$ cat config.mk
export PLATFORM = sky130hd
export DESIGN_NAME = swm_cell
export DESIGN_NICKNAME = d
export VERILOG_FILES = /design/src/swm_pkg.sv /design/src/swm_cell.sv
export SDC_FILE = /design/constraint.sdc
export NUM_CORES = 1
export LEC_CHECK = 0
export BUFFER_PORTS_ARGS = -buffer_cell sky130_fd_sc_hd__buf_2
export CORE_MARGIN = 3
export CORE_UTILIZATION = 48
export DETAILED_ROUTE_END_ITERATION = 12
export PLACE_DENSITY = 0.82
export SETUP_SLACK_MARGIN = 0.3
export SLEW_MARGIN = 30
export SYNTH_ARGS = -nofsm -noshare
export SYNTH_HDL_FRONTEND = slang
export SYNTH_SLANG_ARGS = --single-unit
$ cat constraint.sdc
create_clock -name clk -period 5.95 [get_ports clk]
set_input_delay 0 -clock clk [delete_from_list [all_inputs] [get_ports clk]]
set_output_delay 0 -clock clk [all_outputs]
set_load 0.02 [all_outputs]
$ cat src/swm_pkg.sv
// ----------------------------------------------------------------------------
// swm_pkg
// shared widths, defaults and cell link types of the sliding window median
// ----------------------------------------------------------------------------
package swm_pkg;

  localparam int SAMPLE_W           = 32;
  localparam int MEDIAN_W           = 33;
  localparam int CFG_W              = 7;
  localparam int WINDOW_MAX_DEFAULT = 64;
  localparam logic [CFG_W-1:0] WINDOW_RESET = 7'd3;

  // flags one cell shows its neighbors
  typedef struct packed {
    logic le;    // holds a kept sample not above the incoming one
    logic gone;  // at or right of the removed slot
  } link_flags_t;

  // per-transfer control broadcast to every cell
  typedef struct packed {
    logic take;  // sample transfer this cycle
    logic full;  // window full, oldest sample leaves
  } step_ctl_t;

endpackage

$ cat src/swm_cell.sv
// ----------------------------------------------------------------------------
// swm_cell
// one slot of the sorted chain: holds a sample and its age, shifts with
// its neighbors on removal of the oldest sample and insertion of the new one
// ----------------------------------------------------------------------------
module swm_cell #(
  parameter int AGE_W = 6
) (
  input  logic                                clk,
  input  swm_pkg::step_ctl_t                  ctl,
  input  logic                                valid,
  input  logic                                gone,
  input  logic [AGE_W-1:0]                    oldest_age,
  input  logic signed [swm_pkg::SAMPLE_W-1:0] sample,
  input  logic signed [swm_pkg::SAMPLE_W-1:0] left_value,
  input  logic [AGE_W-1:0]                    left_age,
  input  swm_pkg::link_flags_t                left_flags,
  input  logic signed [swm_pkg::SAMPLE_W-1:0] right_value,
  input  logic [AGE_W-1:0]                    right_age,
  input  swm_pkg::link_flags_t                right_flags,
  output logic signed [swm_pkg::SAMPLE_W-1:0] value,
  output logic [AGE_W-1:0]                    age,
  output logic                                le,
  output logic                                del
);

  logic signed [swm_pkg::SAMPLE_W-1:0] own_value_c;
  logic signed [swm_pkg::SAMPLE_W-1:0] lft_value_c;
  logic signed [swm_pkg::SAMPLE_W-1:0] value_next;
  logic [AGE_W-1:0]                    own_age_c;
  logic [AGE_W-1:0]                    lft_age_c;
  logic [AGE_W-1:0]                    age_next;
  logic                                own_le_c;
  logic                                lft_le_c;

  assign del = ctl.full && valid && (age == oldest_age);
  assign le  = valid && !del && (value <= sample);

  // view of this slot and the left slot once the oldest sample is gone
  always_comb begin
    own_value_c = gone ? right_value     : value;
    own_age_c   = gone ? right_age       : age;
    own_le_c    = gone ? right_flags.le  : le;
    lft_value_c = left_flags.gone ? value : left_value;
    lft_age_c   = left_flags.gone ? age   : left_age;
    lft_le_c    = left_flags.gone ? le    : left_flags.le;
    if (own_le_c) begin
      value_next = own_value_c;
      age_next   = own_age_c + AGE_W'(1);
    end else if (lft_le_c) begin
      value_next = sample;
      age_next   = '0;
    end else begin
      value_next = lft_value_c;
      age_next   = lft_age_c + AGE_W'(1);
    end
  end

  always_ff @(posedge clk) begin
    if (ctl.take) begin
      value <= value_next;
      age   <= age_next;
    end
  end

endmodule

Yosys cells after proc, flatten, opt, wreduce, memory -nomap -nowiden
Index checks and enable logic that the tools add are counted.
Storage, ports and cells
  bits in registers: 38
  bits of input ports: 123
  output and inout bits: 40
  logic and storage cells: 24
Cells by class
  add/sub/neg operators: 2
  magnitude comparators: 1
  eq/ne operators: 3
  mux-type cells: 10
  reductions and logical operators: 6
Operators with widths (number)
  2-to-1 mux 32 bit: 4
  less-or-equal comparator 32 bit: 1
  2-to-1 mux 6 bit: 4
  adder 6 x 1 -> 6 bit (second input constant): 2
  equality test 6 bit: 1
  logical AND 1 bit: 4
  != test 3 x 1 -> 1 bit (second input constant): 1
  AND reduction 3 bit: 1
  2-to-1 mux 1 bit: 2
  != test 2 bit (second input constant): 1
  logical NOT 1 bit: 1

Logic depth before layout (Yosys ltp)
Gate-level depths: netlist of the first run.
  depth in word-level cells: 8
  mapped depth: 12

Worst setup path after synthesis of the first run
OpenSTA, ideal clock, no wires.
  kind: register to register
  start: reg value[15] in the netlist's numbering
  end: reg value[0] in the netlist's numbering, enable pin
  arrival time: 4.654 ns
  required time: 5.479 ns
  slack: 0.826 ns
  cell stages (with the launch flop): 10
  path buffers: 0
  cells stage by stage: edfxtp_1 ha_1 nand4_1 nor4_1 a21boi_1 o31ai_2 a31o_2 and2_4 or2_2 a21boi_0
On the way
  cells in the longest elaborated chain, start to end: 5
RTL lines
  start: declaration: line swm_cell.sv:21  | output logic signed [swm_pkg::SAMPLE_W-1:0] value,
  start signal: assignment: line swm_cell.sv:61  | value <= value_next;
  less-or-equal comparator 32 bit (*): line swm_cell.sv:37  | assign le = valid && !del && (value <= sample);
  logical AND 1 bit (*): line swm_cell.sv:37
  via le: line swm_cell.sv:23  | output logic le,
  2-to-1 mux 1 bit, on equally long branches: line swm_cell.sv:43, swm_cell.sv:46
  != test 3 x 1 -> 1 bit (no line) or != test 2 bit (tied branches)
  AND reduction 3 bit (no line) (*)
The timed path passes the listed nets; every way through them passes the cells marked *.
A chain may end at the register's enable or synchronous reset.

Worst setup path after layout of the first run
  start: reg value[31] in the netlist's numbering
  end: reg value[19] in the netlist's numbering (data pin)
On the way
  cells in the longest elaborated chain, start to end: 5
RTL lines
  less-or-equal comparator 32 bit (*): line swm_cell.sv:37
  logical AND 1 bit (*): line swm_cell.sv:37
  2-to-1 mux 1 bit: line swm_cell.sv:46  | lft_le_c = left_flags.gone ? le : left_flags.le;
  2-to-1 mux 32 bit: line swm_cell.sv:50  | end else if (lft_le_c) begin
  2-to-1 mux 32 bit (*): line swm_cell.sv:47  | if (own_le_c) begin
  via value_next, one bit: line swm_cell.sv:29  | logic signed [swm_pkg::SAMPLE_W-1:0] value_next;
Marked as above.

==> qor.yml, run 1 <==
clock_network:
  htree_levels: 2
  cts_sinks: 38
  clk_path_buf_depth: 2
  post_cts_buffers: 0
  cts_root_buffer: "clkbuf_8"
  hold_buffers: 0
  clk_latency_ps: 280
  cts_resized: 0
  clk_pin_slew_ps: 80
  cts_buffers: 5
  cts_tree: "built"
drt:
  first_iter_violations: 98
  wirelength_um: 8450
  wl_per_cell_um: 15.2
  viasPerCell: 5.13
  drc_errors: 0
  vias: 2858
  final_antenna_net_count: 0
  first_pass_iters: 4
worst_setup_path:
  path_cells: "ha_1 -> nand4_1 -> nor4_1 -> or2_2 -> o31ai_2 -> a31o_2 -> a31oi_4 -> buf_4 -> mux2_4 -> mux2_4"
  reg2reg_depth: 10
  crit_fanout: 22
  critPathLaunchType: "register"
  worstReg2RegStart: "value[31]$_DFFE_PP_"
  critical_path_buf_inv_count: 1
  crit_family: "compound AO/OA/AOI/OAI gates"
  reg2reg_slack_ps: 1980
  cp_num_cells: 10
  crit_path_frequent_cell: "mux2_4"
  r2r-end: "value[19]$_DFFE_PP_"
  critPathLaunch: "value[31]$_DFFE_PP_"
  cp-end-kind: "register"
  critPathMaxStageDelay_ps: 680
  crit_end: "value[19]$_DFFE_PP_"
  criticalPathCategory: "register to register"
  critPathArrivalTime_ps: 4000
  cp.required_ps: 5990
  critPathSlowestCell: "a31oi_4"
sta:
  finalMaxSlewViolations: 0
  setup_tns_ps: 0
  slew_headroom_pct: 40.4
  hold_viol_final: 0
  skew_ps: 6.36
  fin_crit_sh_pct: 66.7
  rsz0062_at_grt: "false"
  tightest_slew_ps: 875
  min_period_ps: 3970
  fmax_ghz: 0.252
  setup_violations: 0
global_route:
  grt_first_pass_wirelength_um: 13900
  grt_pass1_vias: 3085
  grt_use_total_pct: 20.7
  grt_max_degree: 23
  antenna_found_initial: 1
  grt-ovfl-total: 0
synthesis:
  ys.flop_type: "edfxtp_1"
  synth_fp_nets: 458
  async_reset_ff_share_pct: 0
  yosysTopAreaCellShare_pct: 33.4
  syn_inst: 301
  yosys.area.top_type: "edfxtp_1"
  synth-seq-area-share_pct: 33.4
  synth_warnings: 0
  synth-edff-count: 38
  synth_seq_cells: 38
  avgSynthCellArea_sq_um: 11.4
  synth.area.top_cells: "edfxtp_1 (33%), mux2_2 (14%), ha_1 (12%)"
  yosysUniqueCellTypes: 38
  netlist_area_sq_um: 3420
die:
  die_x_um: 90.4
  die-area_sq_um: 8170
  die_h_um: 90.4
  core_sq_um: 6830
  ios: 163
  rows: 30
  start_util_pct: 50.0
placed_design:
  port_buffers: 161
  gp_congestion: 0.832
  dp_hpwl_um: 7000
flow_run:
  maxCapViolations: 0
final_layout:
  nNetsFinal: 618
  n_antenna_cell: 0
  fillers: 562
  most-common-layout-cells: "buf_2 (161), mux2_2 (41), edfxtp_1 (38), inv_1 (34), ha_1 (34)"
  syn2layout_area_growth_pct: 28.1
  drive_above_1_share_pct: 53.4
  fin_util_pct: 64.1
  final_common_cell: "buf_2"
power_and_ir_drop:
  p_seq_share_pct: 40.0
  ir_worst_vdd_mv: 0.112
  combPwrFrac_pct: 41.2
  internal_power_mw: 0.606
  p_leak_nw: 2.18
  switching_share_pct: 32.8
  clockPowerShare_pct: 18.9
  powerDensity_nw_per_um2: 206
  switchingPower_mw: 0.295
status:
  status: "finished, final reports clean"
hold_path:
  hold_path.class: "input pin to register"
layer usage:
metal	GRT usage, %	part of all wire (%)	routed length, um
met4	7.27	2.1	175
met3	4.42	6.0	506
met2	39.5	53	4450
met5	0	0.15	13
met1	22.4	39	3310
metrics by stage:
stage	area [sq um]	std cells	worst slack [ps]	hold slack [ps]	power [mW]
after floorplan	3420	301	826	112	0.627
after global placement	4290	549	2000	302	0.725
after detailed placement	4300	550	1930	307	0.739
after CTS	4380	557	1930	5.62	0.910
after global routing	4380	557	1760	2.61	0.957
final	4380	557	1980	13.7	0.901
how the worst min path moves through the flow:
stage | start | to | slack [ps] | depth (start not counted)
6_report | right_value[27] | value[27]$_DFFE_PP_ | 10 | 2
5_1_grt | right_value[24] | value[24]$_DFFE_PP_ | 3 | 2
4_1_cts | right_value[24] | value[24]$_DFFE_PP_ | 6 | 2
3_5_place_dp | right_value[24] | value[24]$_DFFE_PP_ | 310 | 2
3_3_place_gp | right_value[21] | value[21]$_DFFE_PP_ | 300 | 2
2_1_floorplan | ctl[1] | age[0]$_DFFE_PP_ | 110 | 0
worst reg2reg max path: cells and delay by family, from the launching register on:
family,cells,cell delay (ps)
adder cells (fa/ha/maj),1,380
AO/OA/AOI/OAI,3,1030
buffers and inverters,1,430
AND/OR/NAND/NOR,3,880
flip-flops,1,410
multiplexers,2,600
synth_stat cells (2+ instances only):
| library cell | instances |
|---|---|
| mux2_2 | 41 |
| edfxtp_1 | 38 |
| ha_1 | 34 |
| inv_1 | 34 |
| mux2_4 | 28 |
| nand2_1 | 21 |
| a21oi_1 | 16 |
| mux2i_1 | 12 |
| nand4_1 | 8 |
| xor2_1 | 7 |
| nor2_1 | 6 |
| o21ai_0 | 6 |
| xnor2_1 | 6 |
| buf_6 | 5 |
| nand3_1 | 5 |
| nor2b_1 | 4 |
| clkbuf_1 | 3 |
| nor4_1 | 3 |
| buf_2 | 2 |
| o211ai_1 | 2 |
| o21a_1 | 2 |
| or2_2 | 2 |
flip-flops by register name, summed over array words and instances, names as in the netlist:
register,flops
value,32
age,6
cells by family (layout without fill, tap and decap cells):
family	after synthesis	count (layout)	synth area share (%)
XOR/XNOR	13	13	3.33
flip-flops	38	38	33.4
buffers and inverters	45	205	6.44
multiplexers	82	82	30.0
AND/OR/NAND/NOR	52	52	7.47
AO/OA/AOI/OAI	37	37	6.92
adder cells (fa/ha/maj)	34	34	12.4
area by class of cell:
class	count	area, sq um	share of cell area (%)
clock buffer	7	76.3	1.74
inverter	34	128	2.92
tap	96	120	2.74
multi-input combinational	218	2080	47.4
sequential	38	1140	26.1
timing repair buffer	164	836	19.1
power by group through the flow:
| stage | Clock [mW] | Combinational [mW] | Sequential [mW] |
|---|---|---|---|
| floorplan | 0 | 0.229 | 0.398 |
| global placement | 0 | 0.361 | 0.365 |
| detailed placement | 0 | 0.373 | 0.366 |
| CTS | 0.175 | 0.375 | 0.361 |
| global route | 0.186 | 0.406 | 0.365 |
| finish | 0.170 | 0.371 | 0.360 |
Note: power is estimated with default switching activity, not from simulation.
==> inputs of run 2 (changes only) <==
ABC_AREA = 1   (was default)
CORE_UTILIZATION = 43   (was 48)
PLACE_DENSITY = 0.77   (was 0.82)
clock period = 3.3 ns   (was 5.95 ns; I/O delays follow)
==> run 2 against run 1 <==
Non-clock buffer count up 30. Design area up 8.4%. Synthesized cell count up 65%. Clock-buffer cell count unchanged. Hold slack worse by 7.9 ps. Synthesized area up 3.4%. Wire length up 19%. Register-to-register slack worse by 1300 ps. First-iteration DRC count up 35%. Via count up 31%. Worst setup slack worse by 1300 ps. Clock skew up 0.81 ps.
==> qor.yml, run 2 <==
power_and_ir_drop:
  clockPowerShare_pct: 18.7
  power.total_mw: 1.68
  p_leak_nw: 2.69
  switchingPower_mw: 0.632
  p_seq_share_pct: 39.0
  internal_power_mw: 1.05
  powerDensity_nw_per_um2: 355
  switching_share_pct: 37.6
  ir_worst_vdd_mv: 0.212
  combPwrFrac_pct: 42.3
synthesis:
  synth_compound_area_share_pct: 4.32
  synth-edff-count: 38
  synth-seq-area-share_pct: 32.3
  syn_inst: 496
  netlist_area_sq_um: 3530
  synth_fp_nets: 653
  yosysUniqueCellTypes: 34
  synth_xor_xnor_area_share_pct: 2.48
  synth_warnings: 0
  yosysTopAreaCellShare_pct: 32.3
  synth_fa_ha_area_share_pct: 12.0
  synth_seq_cells: 38
  synthMuxAreaShare_pct: 0.850
  post-synth-top-count-cell: "nand2_1"
  async_reset_ff_share_pct: 0
  yosys.area.top_type: "edfxtp_1"
  synth_top_family_by_area: "simple AND/OR/NAND/NOR gates"
  synth.area.top_cells: "edfxtp_1 (32%), nand2_1 (18%), ha_1 (12%)"
  synth_common_cells: "nand2_1 (166), inv_1 (86), nand3_1 (71), edfxtp_1 (38), ha_1 (34)"
  ys.flop_type: "edfxtp_1"
  avgSynthCellArea_sq_um: 7.12
  synth-simple-area-share_pct: 34.9
worst_setup_path:
  critPathLaunchType: "register"
  criticalPathCategory: "register to register"
  crit_path_frequent_cell: "nand2_1"
  critPathMaxStageDelay_ps: 400
  crit_family: "simple AND/OR/NAND/NOR gates"
  critPathSlowestCell: "edfxtp_1"
  reg2reg_depth: 14
  cp-end-kind: "register"
  cp.required_ps: 3350
  path_cells: "ha_1 -> a21oi_1 -> o21ai_0 -> a21oi_1 -> nand2_1 -> nand2_1 -> nand3_1 -> nand3_4 -> nand3_2 -> nand2_4 -> buf_4 -> nor2_4 -> nand2_1 -> nand2_1"
  cp_num_cells: 14
  crit_fanout: 23
  critical_path_buf_inv_count: 1
  critPathArrivalTime_ps: 2700
clock_network:
  cts_tree: "built"
  cts_root_buffer: "clkbuf_8"
  clk_pin_slew_ps: 80
  cts_resized: 0
  cts_sinks: 38
  clk_path_buf_depth: 2
  cts_buffers: 5
  clk_latency_ps: 290
  htree_levels: 2
drt:
  first_pass_iters: 4
  drc_errors: 0
  wirelength_um: 10000
  vias: 3740
  first_iter_violations: 132
  wl_per_cell_um: 12.9
  final_antenna_net_count: 0
  viasPerCell: 4.79
global_route:
  antenna_found_initial: 1
  grt_busiest_layer: "met2"
  grt-ovfl-total: 0
  grt_max_degree: 37
  grt_first_pass_wirelength_um: 16800
  grt_pass1_vias: 3780
  grtUsageMet1_pct: 25.2
  use_met3_pct: 4.83
  grt_use_total_pct: 21.3
  grtUsageMet2_pct: 38.6
final_layout:
  top_register: "value"
  most-common-layout-cells: "nand2_1 (166), buf_2 (161), inv_1 (86), nand3_1 (71), edfxtp_1 (38)"
  largest_register_ffs: 32
  final_area_sq_um: 4740
  largest_registers: "value: 32 flops, age: 6 flops"
  fillers: 721
  nNetsFinal: 836
  final_common_cell: "nand2_1"
  ff_latch_area_sq_um: 1140
  syn2layout_area_growth_pct: 34.3
  multi_input_area_sq_um: 1930
  n_antenna_cell: 0
  drive_above_1_share_pct: 27.7
hold_path:
  holdPathStages: 3
  hold_path.class: "input pin to register"
status:
  status: "finished, final reports clean"
sta:
  fin_crit_sh_pct: 80.4
  fin_ws_ps: 647
  slew_headroom_pct: 47.3
  setup_violations: 0
  min_period_ps: 2650
  fmax_ghz: 0.377
  setup_tns_ps: 0
  tightest_slew_ps: 789
  skew_ps: 7.17
  rsz0062_at_grt: "false"
  hold_viol_final: 0
  finalMaxSlewViolations: 0
placed_design:
  gp_congestion: 0.846
  dp_slack_ps: 616
  placed_cell_area_sq_um: 4380
  port_buffers: 161
  dp_hpwl_um: 7430
die:
  rows: 32
  ios: 163
  die-area_sq_um: 9340
  start_util_pct: 45.0
  die_x_um: 96.6
  core_sq_um: 7850
  die_h_um: 96.6
flow_run:
  maxCapViolations: 0
[run 2: final cells by class]
class	count	share of cell area, %
sequential	38	24.1
timing repair buffer	194	24.0
inverter	88	7.01
tap	102	2.69
multi-input combinational	352	40.6
clock buffer	7	1.61
[run 2: logic make-up (layout without fill, tap and decap cells)]
kind of cell | count (synthesis) | after routing
and+or+nand+nor | 276 | 276
buffers and inverters | 106 | 289
DFF | 38 | 38
adders and majority gates | 34 | 34
AOI/OAI and AO/OA | 29 | 29
xor gates and xnor gates | 10 | 10
muxes | 3 | 3
[run 2: routing by layer]
| metal | wire length (um) | share of wire (%) | vias to the layer above |
|---|---|---|---|
| li1 | - | - | 1935 |
| met1 | 4190 | 42 | 1654 |
| met2 | 5060 | 50 | 135 |
| met3 | 646 | 6.4 | 14 |
| met4 | 142 | 1.4 | 2 |
| met5 | 7 | 0.070 | - |
[run 2: power by group through the flow]
stage	Sequential, mW	Combinational [mW]	Clock (mW)
2_1_floorplan	0.735	0.406	0
3_3_place_gp	0.665	0.668	0
3_5_place_dp	0.667	0.689	0
4_1_cts	0.657	0.716	0.323
5_1_grt	0.665	0.805	0.341
6_report	0.657	0.712	0.314
[run 2: worst register-to-register path: stages (launching register included)]
cell	delay [ps]
edfxtp_1	400
ha_1	330
a21oi_1	160
o21ai_0	100
a21oi_1	140
nand2_1	100
nand2_1	80
nand3_1	110
nand3_4	130
nand3_2	100
nand2_4	230
buf_4	360
nor2_4	80
nand2_1	70
nand2_1	50
[run 2: path summary, 6_finish.rpt]
check                           slack, ps           startpoint                   to
worst max-delay path                  650  value[13]$_DFFE_PP_     age[1]$_DFFE_PP_
worst min-delay path                    6      right_value[15]  value[15]$_DFFE_PP_
worst max register to register        650  value[13]$_DFFE_PP_     age[1]$_DFFE_PP_
worst min register to register        840     age[3]$_DFFE_PP_     age[3]$_DFFE_PP_
[run 2: stage by stage]
stage / std cells / utilization, % / hold slack [ps]
floorplan: 496 / - / 112
global placement: 745 / 55.8 / 273
detailed placement: 745 / 55.8 / 278
CTS: 781 / 60.5 / 0.831
global route: 781 / 60.5 / 16.3
finish: 781 / 60.5 / 5.78
[run 2: timing repair]
| item | 4_1_cts | 5_1_grt |
|---|---|---|
| setup buffers | 0 | 0 |
| hold endpoints to repair | 29 | 0 |
| hold buffers | 29 | 0 |
==> inputs of run 3 (changes only) <==
clock period = 2.4 ns   (was 3.3 ns; I/O delays follow)
==> run 3 against run 2 <==
Critical endpoint is now value[15]$_DFFE_PP_. Clock-buffer cell count shrank 1. Flip-flop and latch count is the same. Clock skew down 2.8 ps. The run now ends with negative setup slack left. Worst setup slack got worse by 670 ps. Total power up 57%. Sequential power rose by 39%. Largest power group unchanged. Combinational power rose by 78%. Sequential share of layout area down 3.3 points. Global-route usage rose by 2.0 points.
==> qor.yml, run 3 (synthesized netlist as in run 2, its figures left out) <==
drt:
  wirelength_um: 12000
  vias: 4078
  viasPerCell: 5.00
  wl_per_cell_um: 14.7
  drc_errors: 0
  first_pass_iters: 5
  first_iter_violations: 186
  final_antenna_net_count: 0
placed_design:
  dp_slack_ps: -104
  port_buffers: 161
  dp_hpwl_um: 7900
  gp_congestion: 0.867
  placed_cell_area_sq_um: 4490
  dp.cells: 752
sta:
  finalMaxSlewViolations: 0
  rsz0062_at_grt: "true"
  hold_viol_final: 0
  fmax_ghz: 0.413
  setup_violations: 26
  setup_tns_ps: -307
  fin_ws_ps: -19.1
  min_period_ps: 2420
  fin_crit_sh_pct: 101
  skew_ps: 4.36
  slew_headroom_pct: 66.9
  tightest_slew_ps: 496
die:
  die-area_sq_um: 9340
  die_h_um: 96.6
  ios: 163
  die_x_um: 96.6
  core_sq_um: 7850
  rows: 32
  start_util_pct: 45.0
power_and_ir_drop:
  powerDensity_nw_per_um2: 479
  ir_worst_vdd_mv: 0.263
  p_leak_nw: 2.97
  power.total_mw: 2.64
clock_network:
  clk_latency_ps: 290
  clk_path_buf_depth: 2
  cts_tree: "built"
  cts_root_buffer: "clkbuf_8"
  clk_pin_slew_ps: 80
  cts_buffers: 5
  htree_levels: 2
  cts_sinks: 38
global_route:
  grt_max_degree: 36
  grt-ovfl-total: 0
  grt_first_pass_wirelength_um: 18300
  antenna_found_initial: 1
  grt_pass1_vias: 3992
  grt_use_total_pct: 23.3
final_layout:
  final_area_sq_um: 5510
  final_common_cell: "buf_2"
  syn2layout_area_growth_pct: 56.0
  fillers: 653
  multi_input_area_sq_um: 2330
  top_register: "value"
  largest_register_ffs: 32
  stdcell_count: 816
  ff_latch_area_sq_um: 1140
  drive_above_1_share_pct: 38.7
  n_antenna_cell: 0
  most-common-layout-cells: "buf_2 (160), nand2_1 (148), inv_1 (83), nand3_1 (57), edfxtp_1 (38)"
  largest_registers: "value: 32 flops, age: 6 flops"
  nNetsFinal: 870
worst_setup_path:
  crit_family: "simple AND/OR/NAND/NOR gates"
  critPathLaunchType: "register"
  critPathMaxStageDelay_ps: 410
  crit_path_frequent_cell: "nand2_2"
  crit_fanout: 16
  critPathSlowestCell: "edfxtp_1"
  critPathArrivalTime_ps: 2430
  criticalPathCategory: "register to register"
  cp-end-kind: "register"
  cp.required_ps: 2410
  path_cells: "ha_1 -> nand2_2 -> nor2_4 -> nand4_1 -> nor2_2 -> nand2_2 -> nand2_2 -> nand2_2 -> nand3_4 -> nand2_2 -> nand3_2 -> and3_4 -> buf_12"
  critical_path_buf_inv_count: 1
flow_run:
  maxCapViolations: 0
status:
  status: "complete, but fails checks"
  violations: "negative setup slack"
hold_path:
  hold_path.class: "input pin to register"
## run 3: cell count changes in the layout (fill, tap and decap cells not counted), moves of 5 or more
| cell | change |
|---|---|
| a21oi_2 | +5 |
| buf_4 | +15 |
| nand2_2 | +17 |
| nand2_1 | -18 |
| nand3_2 | +14 |
| ha_1 | -11 |
| ha_4 | +11 |
| nand3_1 | -14 |
| a21oi_1 | -6 |
## run 3: per-stage QoR
stage	utilization [%]	hold slack, ps
3_5_place_dp	57.2	273
3_3_place_gp	57.2	273
4_1_cts	65.3	53.5
5_1_grt	70.2	55.3
6_report	70.2	58.6
2_1_floorplan	-	112
## run 3: area by class of cell
type,count,area share (%)
clock buffer,6,1.32
clock inverter,2,0.159
multi-input combinational,358,42.4
timing repair buffer,222,27.0
sequential,38,20.7
tap,102,2.32
inverter,88,6.13
## run 3: layer usage
| layer | GRT usage, % | wire length (um) | up-vias |
|---|---|---|---|
| met5 | 0 | 13 | - |
| met4 | 5.40 | 108 | 2 |
| met3 | 4.61 | 860 | 14 |
| met2 | 42.3 | 6170 | 179 |
| met1 | 28.3 | 4850 | 1864 |
| li1 | - | - | 2019 |
## run 3: report_power, final
part | total [mW] | internal, mW | switching [mW]
clock network | 0.454 | 0.201 | 0.254
logic | 1.27 | 0.557 | 0.711
registers | 0.915 | 0.853 | 0.0623
total | 2.64 | 1.61 | 1.03
## run 3: worst paths after layout
check                                          from                  end  slack (ps)  cells after the start
worst max register to register  value[20]$_DFFE_PP_  value[15]$_DFFE_PP_         -20                     13
worst min-delay path                         ctl[1]     age[4]$_DFFE_PP_          60                      1
worst max-delay path            value[20]$_DFFE_PP_  value[15]$_DFFE_PP_         -20                     13
worst min register to register     age[3]$_DFFE_PP_     age[3]$_DFFE_PP_         880                      4
## run 3: what timing repair did
item | CTS | global route
setup endpoints to repair | 71 | 71
hold endpoints to repair | 32 | 0
hold buffers | 32 | 0
setup buffers | 11 | 4
resized for setup | 22 | 48
cloned | 3 | 6
pin swaps | 7 | 36
## run 3: worst register-to-register path: cells and delay by family, from the launching register on
kind,cells,cell delay [ps]
adder cells (fa/ha/maj),1,330
flip-flops,1,410
buffers and inverters,1,170
AND/OR/NAND/NOR,11,1230
